<file path="src/design/hnm_pkg.sv">
// shared constants, register codes and controller/datapath interface types
package hnm_pkg;

  localparam int MAX_SIDE_DEF = 1024;

  localparam int H_W      = 32;
  localparam int COL_W    = 10;
  localparam int HALF_W   = 16;
  localparam int BYTE_W   = 8;
  localparam int SIDE_W   = 11;
  localparam int STEP_W   = 31;
  localparam int DIFF_W   = 33;
  localparam int MAG_W    = 32;
  localparam int SQ_W     = 64;
  localparam int LEN_W    = 66;
  localparam int ACC_W    = 82;
  localparam int MA_W     = 33;
  localparam int MB_W     = 17;
  localparam int PP_W     = 50;
  localparam int JOBS     = 4;
  localparam int COMPS    = 3;

  localparam int IN_DATA_W  = 32;
  localparam int OUT_DATA_W = 128;
  localparam int CFG_A_W    = 3;
  localparam int CFG_D_W    = 32;

  localparam logic REG_SIDE = 1'b0;
  localparam logic REG_STEP = 1'b1;

  localparam logic [SIDE_W-1:0] SIDE_RST = 11'd1024;
  localparam logic [STEP_W-1:0] STEP_RST = 31'd65536;
  localparam logic [BYTE_W-1:0] ZERO_LEN_CODE = 8'd127;

  typedef struct packed {
    logic       accept;
    logic       build;
    logic       load;
    logic [1:0] jsel;
    logic [1:0] ksel;
    logic       mul_en;
    logic       mul_chunk;
    logic       mul_len;
    logic       acc_clr;
    logic       acc_add;
    logic       sq_store;
    logic       len_calc;
    logic       prep;
    logic       dec;
    logic       dec_last;
    logic       norm;
    logic       finish;
  } hnm_cmd_t;

  typedef struct packed {
    logic [JOBS-1:0] job_v;
    logic            norm_done;
  } hnm_sts_t;

endpackage

</file>
<file path="src/design/hnm_ctrl.sv">
// sequencer: item intake, result selection, square/search/normalize steps, output handshake
module hnm_ctrl import hnm_pkg::*; (
  input  logic     clk,
  input  logic     rst_n,
  input  logic     in_tvalid,
  output logic     in_tready,
  output logic     out_tvalid,
  input  logic     out_tready,
  input  hnm_sts_t sts,
  output hnm_cmd_t cmd
);

  localparam logic [3:0] S_IDLE = 4'd0;
  localparam logic [3:0] S_READ = 4'd1;
  localparam logic [3:0] S_PICK = 4'd2;
  localparam logic [3:0] S_LOAD = 4'd3;
  localparam logic [3:0] S_SQ   = 4'd4;
  localparam logic [3:0] S_SQST = 4'd5;
  localparam logic [3:0] S_LEN  = 4'd6;
  localparam logic [3:0] S_PREP = 4'd7;
  localparam logic [3:0] S_MUL  = 4'd8;
  localparam logic [3:0] S_DEC  = 4'd9;
  localparam logic [3:0] S_NORM = 4'd10;
  localparam logic [3:0] S_OUT  = 4'd11;

  localparam logic [2:0] J_END  = 3'd4;
  localparam logic [1:0] K_LAST = 2'd2;
  localparam logic [2:0] I_LAST = 3'd7;
  localparam logic [1:0] PH_END = 2'd2;

  logic [3:0] state_r, state_nxt;
  logic [2:0] j_r, j_nxt;
  logic [1:0] k_r, k_nxt;
  logic [2:0] it_r, it_nxt;
  logic [1:0] ph_r, ph_nxt;

  assign in_tready  = (state_r == S_IDLE);
  assign out_tvalid = (state_r == S_OUT);

  always_comb begin
    state_nxt = state_r;
    j_nxt     = j_r;
    k_nxt     = k_r;
    it_nxt    = it_r;
    ph_nxt    = ph_r;
    cmd       = '0;
    cmd.jsel  = j_r[1:0];
    cmd.ksel  = k_r;
    case (state_r)
      S_IDLE: begin
        if (in_tvalid) begin
          cmd.accept = 1'b1;
          state_nxt  = S_READ;
        end
      end
      S_READ: begin
        cmd.build = 1'b1;
        j_nxt     = 3'd0;
        state_nxt = S_PICK;
      end
      S_PICK: begin
        if (j_r == J_END) begin
          state_nxt = S_IDLE;
        end else if (sts.job_v[j_r[1:0]]) begin
          state_nxt = S_LOAD;
        end else begin
          j_nxt = j_r + 3'd1;
        end
      end
      S_LOAD: begin
        cmd.load  = 1'b1;
        k_nxt     = 2'd0;
        ph_nxt    = 2'd0;
        state_nxt = S_SQ;
      end
      S_SQ, S_MUL: begin
        cmd.mul_len   = (state_r == S_MUL);
        cmd.mul_en    = (ph_r != PH_END);
        cmd.mul_chunk = (ph_r == 2'd1);
        cmd.acc_clr   = (ph_r == 2'd0);
        cmd.acc_add   = (ph_r != 2'd0);
        if (ph_r == PH_END) begin
          ph_nxt    = 2'd0;
          state_nxt = (state_r == S_MUL) ? S_DEC : S_SQST;
        end else begin
          ph_nxt = ph_r + 2'd1;
        end
      end
      S_SQST: begin
        cmd.sq_store = 1'b1;
        if (k_r == K_LAST) begin
          k_nxt     = 2'd0;
          state_nxt = S_LEN;
        end else begin
          k_nxt     = k_r + 2'd1;
          state_nxt = S_SQ;
        end
      end
      S_LEN: begin
        cmd.len_calc = 1'b1;
        state_nxt    = S_PREP;
      end
      S_PREP: begin
        cmd.prep  = 1'b1;
        it_nxt    = 3'd0;
        ph_nxt    = 2'd0;
        state_nxt = S_MUL;
      end
      S_DEC: begin
        cmd.dec = 1'b1;
        if (it_r == I_LAST) begin
          cmd.dec_last = 1'b1;
          if (k_r == K_LAST) begin
            state_nxt = S_NORM;
          end else begin
            k_nxt     = k_r + 2'd1;
            state_nxt = S_PREP;
          end
        end else begin
          it_nxt    = it_r + 3'd1;
          state_nxt = S_MUL;
        end
      end
      S_NORM: begin
        cmd.norm = 1'b1;
        if (sts.norm_done) begin
          cmd.finish = 1'b1;
          state_nxt  = S_OUT;
        end
      end
      S_OUT: begin
        if (out_tready) begin
          j_nxt     = j_r + 3'd1;
          state_nxt = S_PICK;
        end
      end
      default: begin
        state_nxt = S_IDLE;
      end
    endcase
  end

  always_ff @(posedge clk) begin
    if (!rst_n) begin
      state_r <= S_IDLE;
      j_r     <= '0;
      k_r     <= '0;
      it_r    <= '0;
      ph_r    <= '0;
    end else begin
      state_r <= state_nxt;
      j_r     <= j_nxt;
      k_r     <= k_nxt;
      it_r    <= it_nxt;
      ph_r    <= ph_nxt;
    end
  end

endmodule

</file>
<file path="config.mk">
export PLATFORM = sky130hd
export DESIGN_NAME = hnm_ctrl
export DESIGN_NICKNAME = d
export VERILOG_FILES = /design/src/design/hnm_pkg.sv /design/src/design/hnm_ctrl.sv
export SDC_FILE = /design/constraint.sdc
export NUM_CORES = 1
export LEC_CHECK = 0
export ABC_AREA = 0
export BUFFER_PORTS_ARGS = -buffer_cell sky130_fd_sc_hd__clkbuf_2
export CORE_UTILIZATION = 56
export DETAILED_ROUTE_END_ITERATION = 16
export GPL_TIMING_DRIVEN = 0
export PLACE_DENSITY = 0.94
export SYNTH_ARGS = -nofsm -noshare
export SYNTH_HDL_FRONTEND = slang
export SYNTH_SLANG_ARGS = --single-unit
</file>
<file path="constraint.sdc">
create_clock -name clk -period 2.83 [get_ports clk]
set_clock_uncertainty 0.05 [all_clocks]
set_input_delay 0.283 -clock clk [delete_from_list [all_inputs] [get_ports clk]]
set_output_delay 0.283 -clock clk [all_outputs]
set_load 0.02 [all_outputs]
</file>
After elaboration in Yosys (flattened, before gate mapping). Cells that the tools add are included.

Bits in registers: 14. Input bits: 9. Output and inout bits: 21. Logic and storage cells: 87.

Add/sub/neg operators: 4. Order comparisons: 1. Equal/unequal tests: 27. Multiplexer cells: 37. Reductions and logical operators: 13.

Operators by type and width (count): $pmux 4 s11 (1); $mux 4 (9); $ne 2x2->1 const B (9); $eq 4x3->1 const B (4); $eq 4x4->1 const B (4); $mux 2 (7); $mux 3 (4); $mux 1 (10); $pmux 3 s3 (1); $eq 4x2->1 const B (2); $add 3x1->3 const B (2); $eq 3x3->1 const B (2); $pmux 2 s3 (1); $pmux 3 s2 (1); $reduce_bool 2->1 (3); $reduce_bool 3->1 (2); $mux 5 (1); $reduce_and 5->1 (1); $add 2x1->2 const B (2); $eq 2x2->1 const B (2); $eq 4x1->1 const B (1); $logic_not 4->1 (1); $pmux 2 s2 (1); $reduce_and 4->1 (1); 9 further kinds (10).

Longest topological paths before layout. Gate-level depths: netlist (run 1).

Depth in word-level cells: 5. Gate-level depth with buffers: 7. Gate-level depth less buffers: 7.

Worst setup path before layout (run 1). OpenSTA, ideal clock, no wires.

Path kind: register -> output. Start: register state_r[3]. End: output cmd[18] in the netlist's numbering. Data arrival time: 1.723 ns. Data required time: 2.497 ns. Slack: 0.774 ns. Stages on the path, launching flop included: 5. Buffers on the path: 2. Cell sequence: dfxtp_1 -> buf_6 -> clkbuf_1 -> nor4_1 -> and2_1.

RTL lines: from (decl) (line hnm_ctrl.sv:31) `logic [3:0] state_r, state_nxt;`; from (signal assigned) (line hnm_ctrl.sv:151) `state_r <= state_nxt;`; to (decl) (line hnm_ctrl.sv:10) `output hnm_cmd_t cmd`.

Final worst setup path (run 1).
Start: register it_r[0]. End: register k_r[1].

Cells in the longest elaborated chain, start to end: 3.

RTL lines: from (decl) (line hnm_ctrl.sv:34) `logic [2:0] it_r, it_nxt;`; from (signal assigned) (line hnm_ctrl.sv:154) `it_r <= it_nxt;`; $eq 3x3->1 (line hnm_ctrl.sv:111) `if (it_r == I_LAST) begin`; $ne 2x2->1 (no source line); $reduce_and 3->1 (no source line); to (signal assigned) (line hnm_ctrl.sv:153) `k_r <= k_nxt;`; to (decl) (line hnm_ctrl.sv:33) `logic [1:0] k_r, k_nxt;`.

No other way between the ends. A chain may end at the register's enable or synchronous reset.

==> results_dict.tcl, run 1 <==
set metrics [dict create \
    status "finished, final reports clean" \
    final_antenna_net_count 0 \
    core-area_um2 1800 \
    layout_common_cells "29 x clkbuf_2, 17 x nor2_1, 16 x nand2_1" \
    first_pass_iters 5 \
    path_cells "ha_1 -> ha_1 -> or3b_2 -> o22ai_1 -> nand2_1 -> a221oi_1 -> a211oi_1" \
    tritoncts "built" \
    crit_fanout 5 \
    cts_resized 0 \
    clk_pin_slew_worst_paths_ns 0.09 \
    syn_inst 146 \
    drive_above_1_share 0.251 \
    avgRoutedWirePerCell_um 13.4 \
    fin_crit_sh 0.764 \
    htreeDepth 1 \
    nFillCells 140 \
    final_common_cell "clkbuf_2" \
    seq_area_frac_synth 0.252 \
    die-area_um2 2170 \
    worst_hold_slack_ns 0.258 \
    port_buffers 29 \
    num_io_pins 30 \
    num_vias 1190 \
    postPlaceCellArea_um2 1290 \
    num_antenna_cells 0 \
    fin_crit_ns 2.16 \
    cts_hold_buffers 0 \
    rows 15 \
    critPathCaptureType "flop" \
    drt-initial-drc-count 66 \
    yosys.cell_types.count 48 \
    synth-edff-count 0 \
    die_y_um 46.6 \
    slew_viol_final 0 \
    synth_area_um2 1110 \
    hold_class "in -> reg" \
    critPathSlowestCell "or3b_2" \
    power.share.combinational 0.639 \
    grt.total_usage 0.304 \
    p_per_area_nw_per_um2 859 \
    synthTopCellsByArea "dfxtp_1 25%, ha_1 7.9%, nor2_1 5.7%" \
    clockBufferDepth 2 \
    wirelength_um 2740 \
    relSlewSlack 0.687 \
    grt_max_degree 11 \
    synth_largest_area_cell "dfxtp_1" \
    setup_violations 0 \
    swShare 0.484 \
    path_common_cell "ha_1" \
    area_delta_synth_final_pct 19.1 \
    fin_area_um2 1330 \
    p_int_uw 588 \
    power_mw 1.14 \
    grt_pass1_vias 1090 \
    crit_path_start_kind "flop" \
    synth_flop_cell "dfxtp_1" \
    ys_ff_latch 14 \
    leakagePower_nw 0.589 \
    worstPathRequired_ns 2.96 \
    power_switching_uw 552 \
    max_freq_ghz 0.463 \
    synth_nets 162 \
    drc 0 \
    p_clk_frac 0.133 \
    yosys_warnings 0 \
    vias_per_cell 5.83 \
    postCtsSetupBuffers 0 \
    hold_violations 0 \
    die-width_um 46.6 \
    gp_congestion 0.895 \
    maxCapViolCount 0 \
    cpPeakStageDelay_ns 0.51 \
    final_nets 196 \
    cts_root_buf "clkbuf_4" \
    async_flop_share 0 \
    hpwl_um 2040 \
    cts_made_buffers 3 \
    grt_pass1_wl_um 4690 \
    syn_avg_cell_area_um2 7.63 \
    crit_type "reg -> reg" \
    grt-ovfl-total 0 \
    cp.arrival_ns 2.29 \
    rsz0062_at_grt "no" \
    clock_latency_ns 0.29 \
    clkSinkCount 14 \
    start_util 0.618 \
    worst-slew-pin-transition_ns 0.470 \
    tns_ns 0 \
    antenna_found_initial 0 \
    ir_worst_vdd_mv 0.568 \
    sequentialPowerShare 0.228 \
    synth_top_area_share 0.252 \
]
-- final cells by class --
type	instances	area, um2	share of cell area
Buffer	10	66.3	0.0500
Clock buffer	4	36.3	0.0274
Inverter	9	33.8	0.0255
Multi-Input combinational cell	113	733	0.553
Sequential cell	14	280	0.211
Tap cell	25	31.3	0.0236
Timing Repair Buffer	29	145	0.109
-- flip-flops by register name, indices dropped and copies added, names as in the netlist --
name	count
state_r	4
it_r	3
j_r	3
k_r	2
ph_r	2
-- path summary, 6_finish.rpt --
kind,start,end,slack (ns),depth (start not counted)
worst max-delay path,it_r[0],k_r[1],0.67,7
worst min-delay path,rst_n,state_r[3],0.26,2
worst max register to register,it_r[0],k_r[1],0.67,7
worst min register to register,it_r[2],it_r[2],0.41,2
-- logic make-up after synthesis --
kind of cell / after synthesis / synth area share
DFF: 14 / 0.252
and+or+nand+nor: 63 / 0.284
adders and majority gates: 7 / 0.0786
buffers and inverters: 19 / 0.0899
AOI/OAI and AO/OA: 36 / 0.238
muxes: 2 / 0.0180
xor gates and xnor gates: 5 / 0.0393
-- power by group through the flow --
stage          Sequential [mW]  Clock, mW  Combinational, mW
6_report                 0.260      0.151              0.728
5_1_grt                  0.264      0.163              0.793
4_1_cts                  0.259      0.152              0.720
3_5_place_dp             0.263          0              0.717
3_3_place_gp             0.259          0              0.698
2_1_floorplan            0.259          0              0.557
-- per-layer routing --
layer | global-route usage | wire (um) | up-vias
li1 | - | - | 585
met1 | 0.375 | 1110 | 527
met2 | 0.489 | 1330 | 71
met3 | 0.0745 | 241 | 7
met4 | 0.141 | 58 | 0
met5 | 0 | 0 | -
-- synth_stat cells, types with 2 or more instances --
master / n
dfxtp_1: 14
o22ai_1: 3
inv_1: 8
nor2b_1: 3
buf_2: 2
o2111ai_1: 2
nand2_1: 16
ha_1: 7
a31oi_1: 3
nor3_1: 6
nand4_1: 3
xnor2_1: 4
buf_6: 2
and2_1: 3
nor2_1: 17
o21ai_0: 3
a21oi_1: 11
nand2b_1: 5
clkbuf_1: 2
buf_4: 3
mux2i_1: 2
-- critical path, delay by kind of cell, from the launching register on --
family	cells	cell delay [ns]
and+or+nand+nor	2	0.63
DFF	1	0.37
AOI/OAI and AO/OA	3	0.55
adders and majority gates	2	0.44
-- through the flow --
stage | util | std cells | worst slack, ns
after floorplan | - | 146 | 0.774
after global placement | 0.716 | 200 | 0.825
after detailed placement | 0.716 | 200 | 0.697
after CTS | 0.736 | 204 | 0.671
after global routing | 0.736 | 204 | 0.566
final | 0.736 | 204 | 0.669
Power figures use the tool's default switching activity.
==> run 2: changes to the inputs <==
Settings changed: CORE_UTILIZATION 56 to 52, PLACE_DENSITY 0.94 to 0.89.
Clock period 2.83 ns to 2.22 ns, I/O delays scaled along.
==> results_dict.tcl, run 2 (synthesized netlist as in run 1, its figures left out) <==
set metrics [dict create \
    critPathCaptureType "primary output" \
    worst-slew-pin-transition_ns 0.461 \
    avgRoutedWirePerCell_um 13.0 \
    status "finished, final reports clean" \
    fin_crit_sh 0.930 \
    rsz0062_at_grt "no" \
    tritoncts "built" \
    final_cells 206 \
    drive_above_1_share 0.257 \
    final_antenna_net_count 0 \
    crit_buf_inv 3 \
    cts_made_buffers 3 \
    cp.arrival_ns 1.79 \
    p_int_uw 750 \
    core-area_um2 1980 \
    grt.total_usage 0.255 \
    relSlewSlack 0.692 \
    grt_pass1_wl_um 4230 \
    clkSinkCount 14 \
    worst_hold_slack_ns 0.172 \
    num_io_pins 30 \
    first_pass_iters 4 \
    die-area_um2 2330 \
    die_y_um 48.3 \
    p_clk_frac 0.137 \
    hpwl_um 1980 \
    max_freq_ghz 0.484 \
    setup_violations 0 \
    maxCapViolCount 0 \
    wirelength_um 2690 \
    cts_hold_buffers 0 \
    cp_top_family "buffers and inverters" \
    slew_viol_final 0 \
    grt-ovfl-total 0 \
    critPathSlowestCell "a211o_1" \
    clock_latency_ns 0.30 \
    largest-register "state_r" \
    cpPeakStageDelay_ns 0.35 \
    fin_crit_ns 2.07 \
    vias_per_cell 5.68 \
    nFillCells 167 \
    htreeDepth 1 \
    power.share.combinational 0.640 \
    worstPathRequired_ns 1.95 \
    crit_type "reg -> out" \
    largest_register_ffs 4 \
    power_switching_uw 714 \
    sequentialPowerShare 0.223 \
    crit_path_start_kind "flop" \
    hold_violations 0 \
    postPlaceCellArea_um2 1290 \
    reg_top3 "state_r (4), it_r (3), j_r (3)" \
    num_antenna_cells 0 \
    path_cells "buf_6 -> nand2b_4 -> buf_6 -> a211o_1 -> nor3_1 -> clkbuf_2" \
    start_util 0.562 \
    port_buffers 29 \
    dp_slack_ns 0.155 \
    gp_congestion 0.932 \
    crit_fanout 10 \
    path_common_cell "buf_6" \
    grt_pass1_vias 1007 \
    cts_root_buf "clkbuf_4" \
    drc 0 \
    leakagePower_nw 0.586 \
    rows 16 \
    ir_worst_vdd_mv 0.783 \
    drt-initial-drc-count 43 \
    grt_max_degree 11 \
    final_common_cell "clkbuf_2" \
    tns_ns 0 \
    die-width_um 48.3 \
    final_nets 196 \
    antenna_found_initial 0 \
    area_delta_synth_final_pct 19.6 \
    clk_pin_slew_worst_paths_ns 0.10 \
    p_per_area_nw_per_um2 1100 \
    layout_common_cells "29 x clkbuf_2, 17 x nor2_1, 16 x nand2_1" \
    swShare 0.488 \
    fin_area_um2 1330 \
    dp_cells 202 \
    layout_setup_ws_ns 0.154 \
    clockBufferDepth 2 \
    hold_class "in -> reg" \
    num_vias 1171 \
]
## run 2: changes by cell type in the layout (fill, tap and decap cells not counted)
cell  previous run  this run
ha_2             0         1
ha_1             7         6
## run 2: area by class of cell
class | count | area, um2 | share of cell area
Inverter | 9 | 33.8 | 0.0254
Timing Repair Buffer | 29 | 145 | 0.109
Multi-Input combinational cell | 113 | 736 | 0.553
Buffer | 10 | 66.3 | 0.0498
Clock buffer | 4 | 36.3 | 0.0273
Tap cell | 27 | 33.8 | 0.0254
Sequential cell | 14 | 280 | 0.211
## run 2: per-stage QoR
stage                     utilization  power [mW]
final                           0.672        1.46
after CTS                       0.670        1.45
after global routing            0.672        1.55
after detailed placement        0.652        1.25
after floorplan                     -        1.04
after global placement          0.652        1.22
## run 2: power groups by stage
stage	clock network [mW]	registers, mW	logic [mW]
5_1_grt	0.205	0.334	1.01
3_3_place_gp	0	0.331	0.892
4_1_cts	0.196	0.327	0.927
3_5_place_dp	0	0.332	0.915
2_1_floorplan	0	0.330	0.710
6_report	0.200	0.327	0.937
## run 2: layer usage
layer / GRT usage / vias up / wire (um) / part of all wire
li1: - / 586 / - / -
met1: 0.327 / 531 / 1150 / 0.43
met2: 0.437 / 51 / 1350 / 0.50
met3: 0.0222 / 3 / 161 / 0.060
met4: 0.100 / 0 / 27 / 0.010
met5: 0 / - / 0 / 0
## run 2: repair_timing
action | in CTS | in global routing
setup endpoints to repair | 0 | 1
resized for setup | 0 | 1
setup buffers | 0 | 0
hold endpoints to repair | 0 | 0
## run 2: path summary, 6_finish.rpt
path | slack (ns) | end | startpoint | cells past startpoint
setup / recovery | 0.15 | cmd[8] | state_r[3] | 6
hold / removal | 0.17 | state_r[3] | rst_n | 2
hold reg to reg | 0.42 | it_r[1] | it_r[1] | 2
setup reg to reg | 0.17 | k_r[1] | it_r[0] | 7
==> run 3: changes to the inputs <==
Settings changed: PLACE_DENSITY 0.89 to 0.84.
==> results_dict.tcl, run 3 (synthesized netlist as in run 1, its figures left out) <==
set metrics [dict create \
    status "finished, final reports clean" \
    drt-initial-drc-count 42 \
    reg_top3 "state_r (4), it_r (3), j_r (3)" \
    cts_hold_buffers 0 \
    core-area_um2 1980 \
    clockBufferDepth 2 \
    layout_common_cells "29 x clkbuf_2, 17 x nor2_1, 16 x nand2_1" \
    slew_viol_final 0 \
    tritoncts "built" \
    min_from "rst_n" \
    largest_register_ffs 4 \
    grt.total_usage 0.270 \
    dp_cells 202 \
    fin_crit_sh 0.946 \
    ff_latch_area_um2 280 \
    vias_per_cell 5.84 \
    relSlewSlack 0.697 \
    first_pass_iters 4 \
    num_io_pins 30 \
    ir_worst_vdd_mv 0.777 \
    die_y_um 48.3 \
    hpwl_um 2020 \
    worst-slew-pin-transition_ns 0.455 \
    maxCapViolCount 0 \
    wirelength_um 2800 \
    grt_pass1_vias 1029 \
    final_nets 196 \
    area_delta_synth_final_pct 20.1 \
    cts_made_buffers 3 \
    setup_violations 0 \
    num_vias 1204 \
    start_util 0.562 \
    die-width_um 48.3 \
    crit_path_start_kind "flop" \
    crit_fanout 10 \
    hold_class "in -> reg" \
    grt-ovfl-total 0 \
    drive_above_1_share 0.263 \
    crit_type "reg -> out" \
    leakagePower_nw 0.591 \
    r2r_start "it_r[0]" \
    die-area_um2 2330 \
    fin_crit_ns 2.10 \
    power_mw 1.46 \
    final_common_cell "clkbuf_2" \
    htreeDepth 1 \
    grt_max_degree 11 \
    cp.arrival_ns 1.83 \
    avgRoutedWirePerCell_um 13.6 \
    worstPathRequired_ns 1.95 \
    clk_pin_slew_worst_paths_ns 0.09 \
    largest-register "state_r" \
    multi_input_area_um2 742 \
    max_freq_ghz 0.476 \
    port_buffers 29 \
    num_antenna_cells 0 \
    clkSinkCount 14 \
    final_antenna_net_count 0 \
    nFillCells 167 \
    hold_violations 0 \
    gp_congestion 0.919 \
    postPlaceCellArea_um2 1290 \
    fin_area_um2 1340 \
    cts_root_buf "clkbuf_4" \
    clock_latency_ns 0.30 \
    startpoint "state_r[1]" \
    grt_pass1_wl_um 4380 \
    critPathCaptureType "primary output" \
    antenna_found_initial 0 \
    drc 0 \
    rows 16 \
    final_cells 206 \
    p_per_area_nw_per_um2 1090 \
]
==> run 3: cell count changes in the layout (fill, tap and decap cells not counted) <==
cell / change
a221oi_2: +1
a221oi_1: -1
==> run 3: per-stage QoR <==
step                      hold slack [ns]  worst slack [ns]   util  setup TNS (ns)
after detailed placement            0.418            0.0599  0.652               0
after global routing                0.171           -0.0135  0.675         -0.0135
final                               0.185             0.121  0.675               0
after global placement              0.394             0.202  0.652               0
after CTS                           0.168            0.0575  0.670               0
after floorplan                     0.303             0.225      -               0
==> run 3: worst paths after layout <==
check	slack [ns]	depth (start not counted)	endpoint
hold / removal	0.18	2	state_r[3]
setup / recovery	0.12	6	cmd[2]
setup reg to reg	0.13	7	k_r[1]
hold reg to reg	0.43	2	it_r[2]
==> run 3: repair_timing <==
item	in CTS	in global routing
gates resized for setup	0	2
setup endpoints to repair	0	1
buffers inserted	0	0
endpoints found under the hold margin	0	0
==> run 3: cell type report <==
| class | count | area share |
|---|---|---|
| plain buffers | 10 | 0.0496 |
| well taps | 27 | 0.0253 |
| repair buffers | 29 | 0.109 |
| inverters | 9 | 0.0253 |
| multi-input cells | 113 | 0.555 |
| flip-flops and latches | 14 | 0.210 |
| clock buffers | 4 | 0.0271 |
==> run 3: per-layer routing <==
layer	track usage	part of all wire	vias up
li1	-	-	582
met1	0.322	0.41	559
met2	0.469	0.51	56
met3	0.0444	0.056	7
met4	0.122	0.019	0
met5	0	0	-
==> run 3: report_power, final <==
| group | switching [mW] | leakage (nW) | total (mW) | internal (mW) |
|---|---|---|---|---|
| combinational | 0.587 | 0.456 | 0.945 | 0.358 |
| sequential | 0.0349 | 0.114 | 0.328 | 0.293 |
| clock | 0.0918 | 0.0210 | 0.192 | 0.100 |
==> run 3: critical path: stages (launching register included) <==
cell and delay (ns):
dfxtp_1 0.30, buf_4 0.16, buf_2 0.19, nand2b_1 0.23
nor2_1 0.31, and2_1 0.18, clkbuf_2 0.16
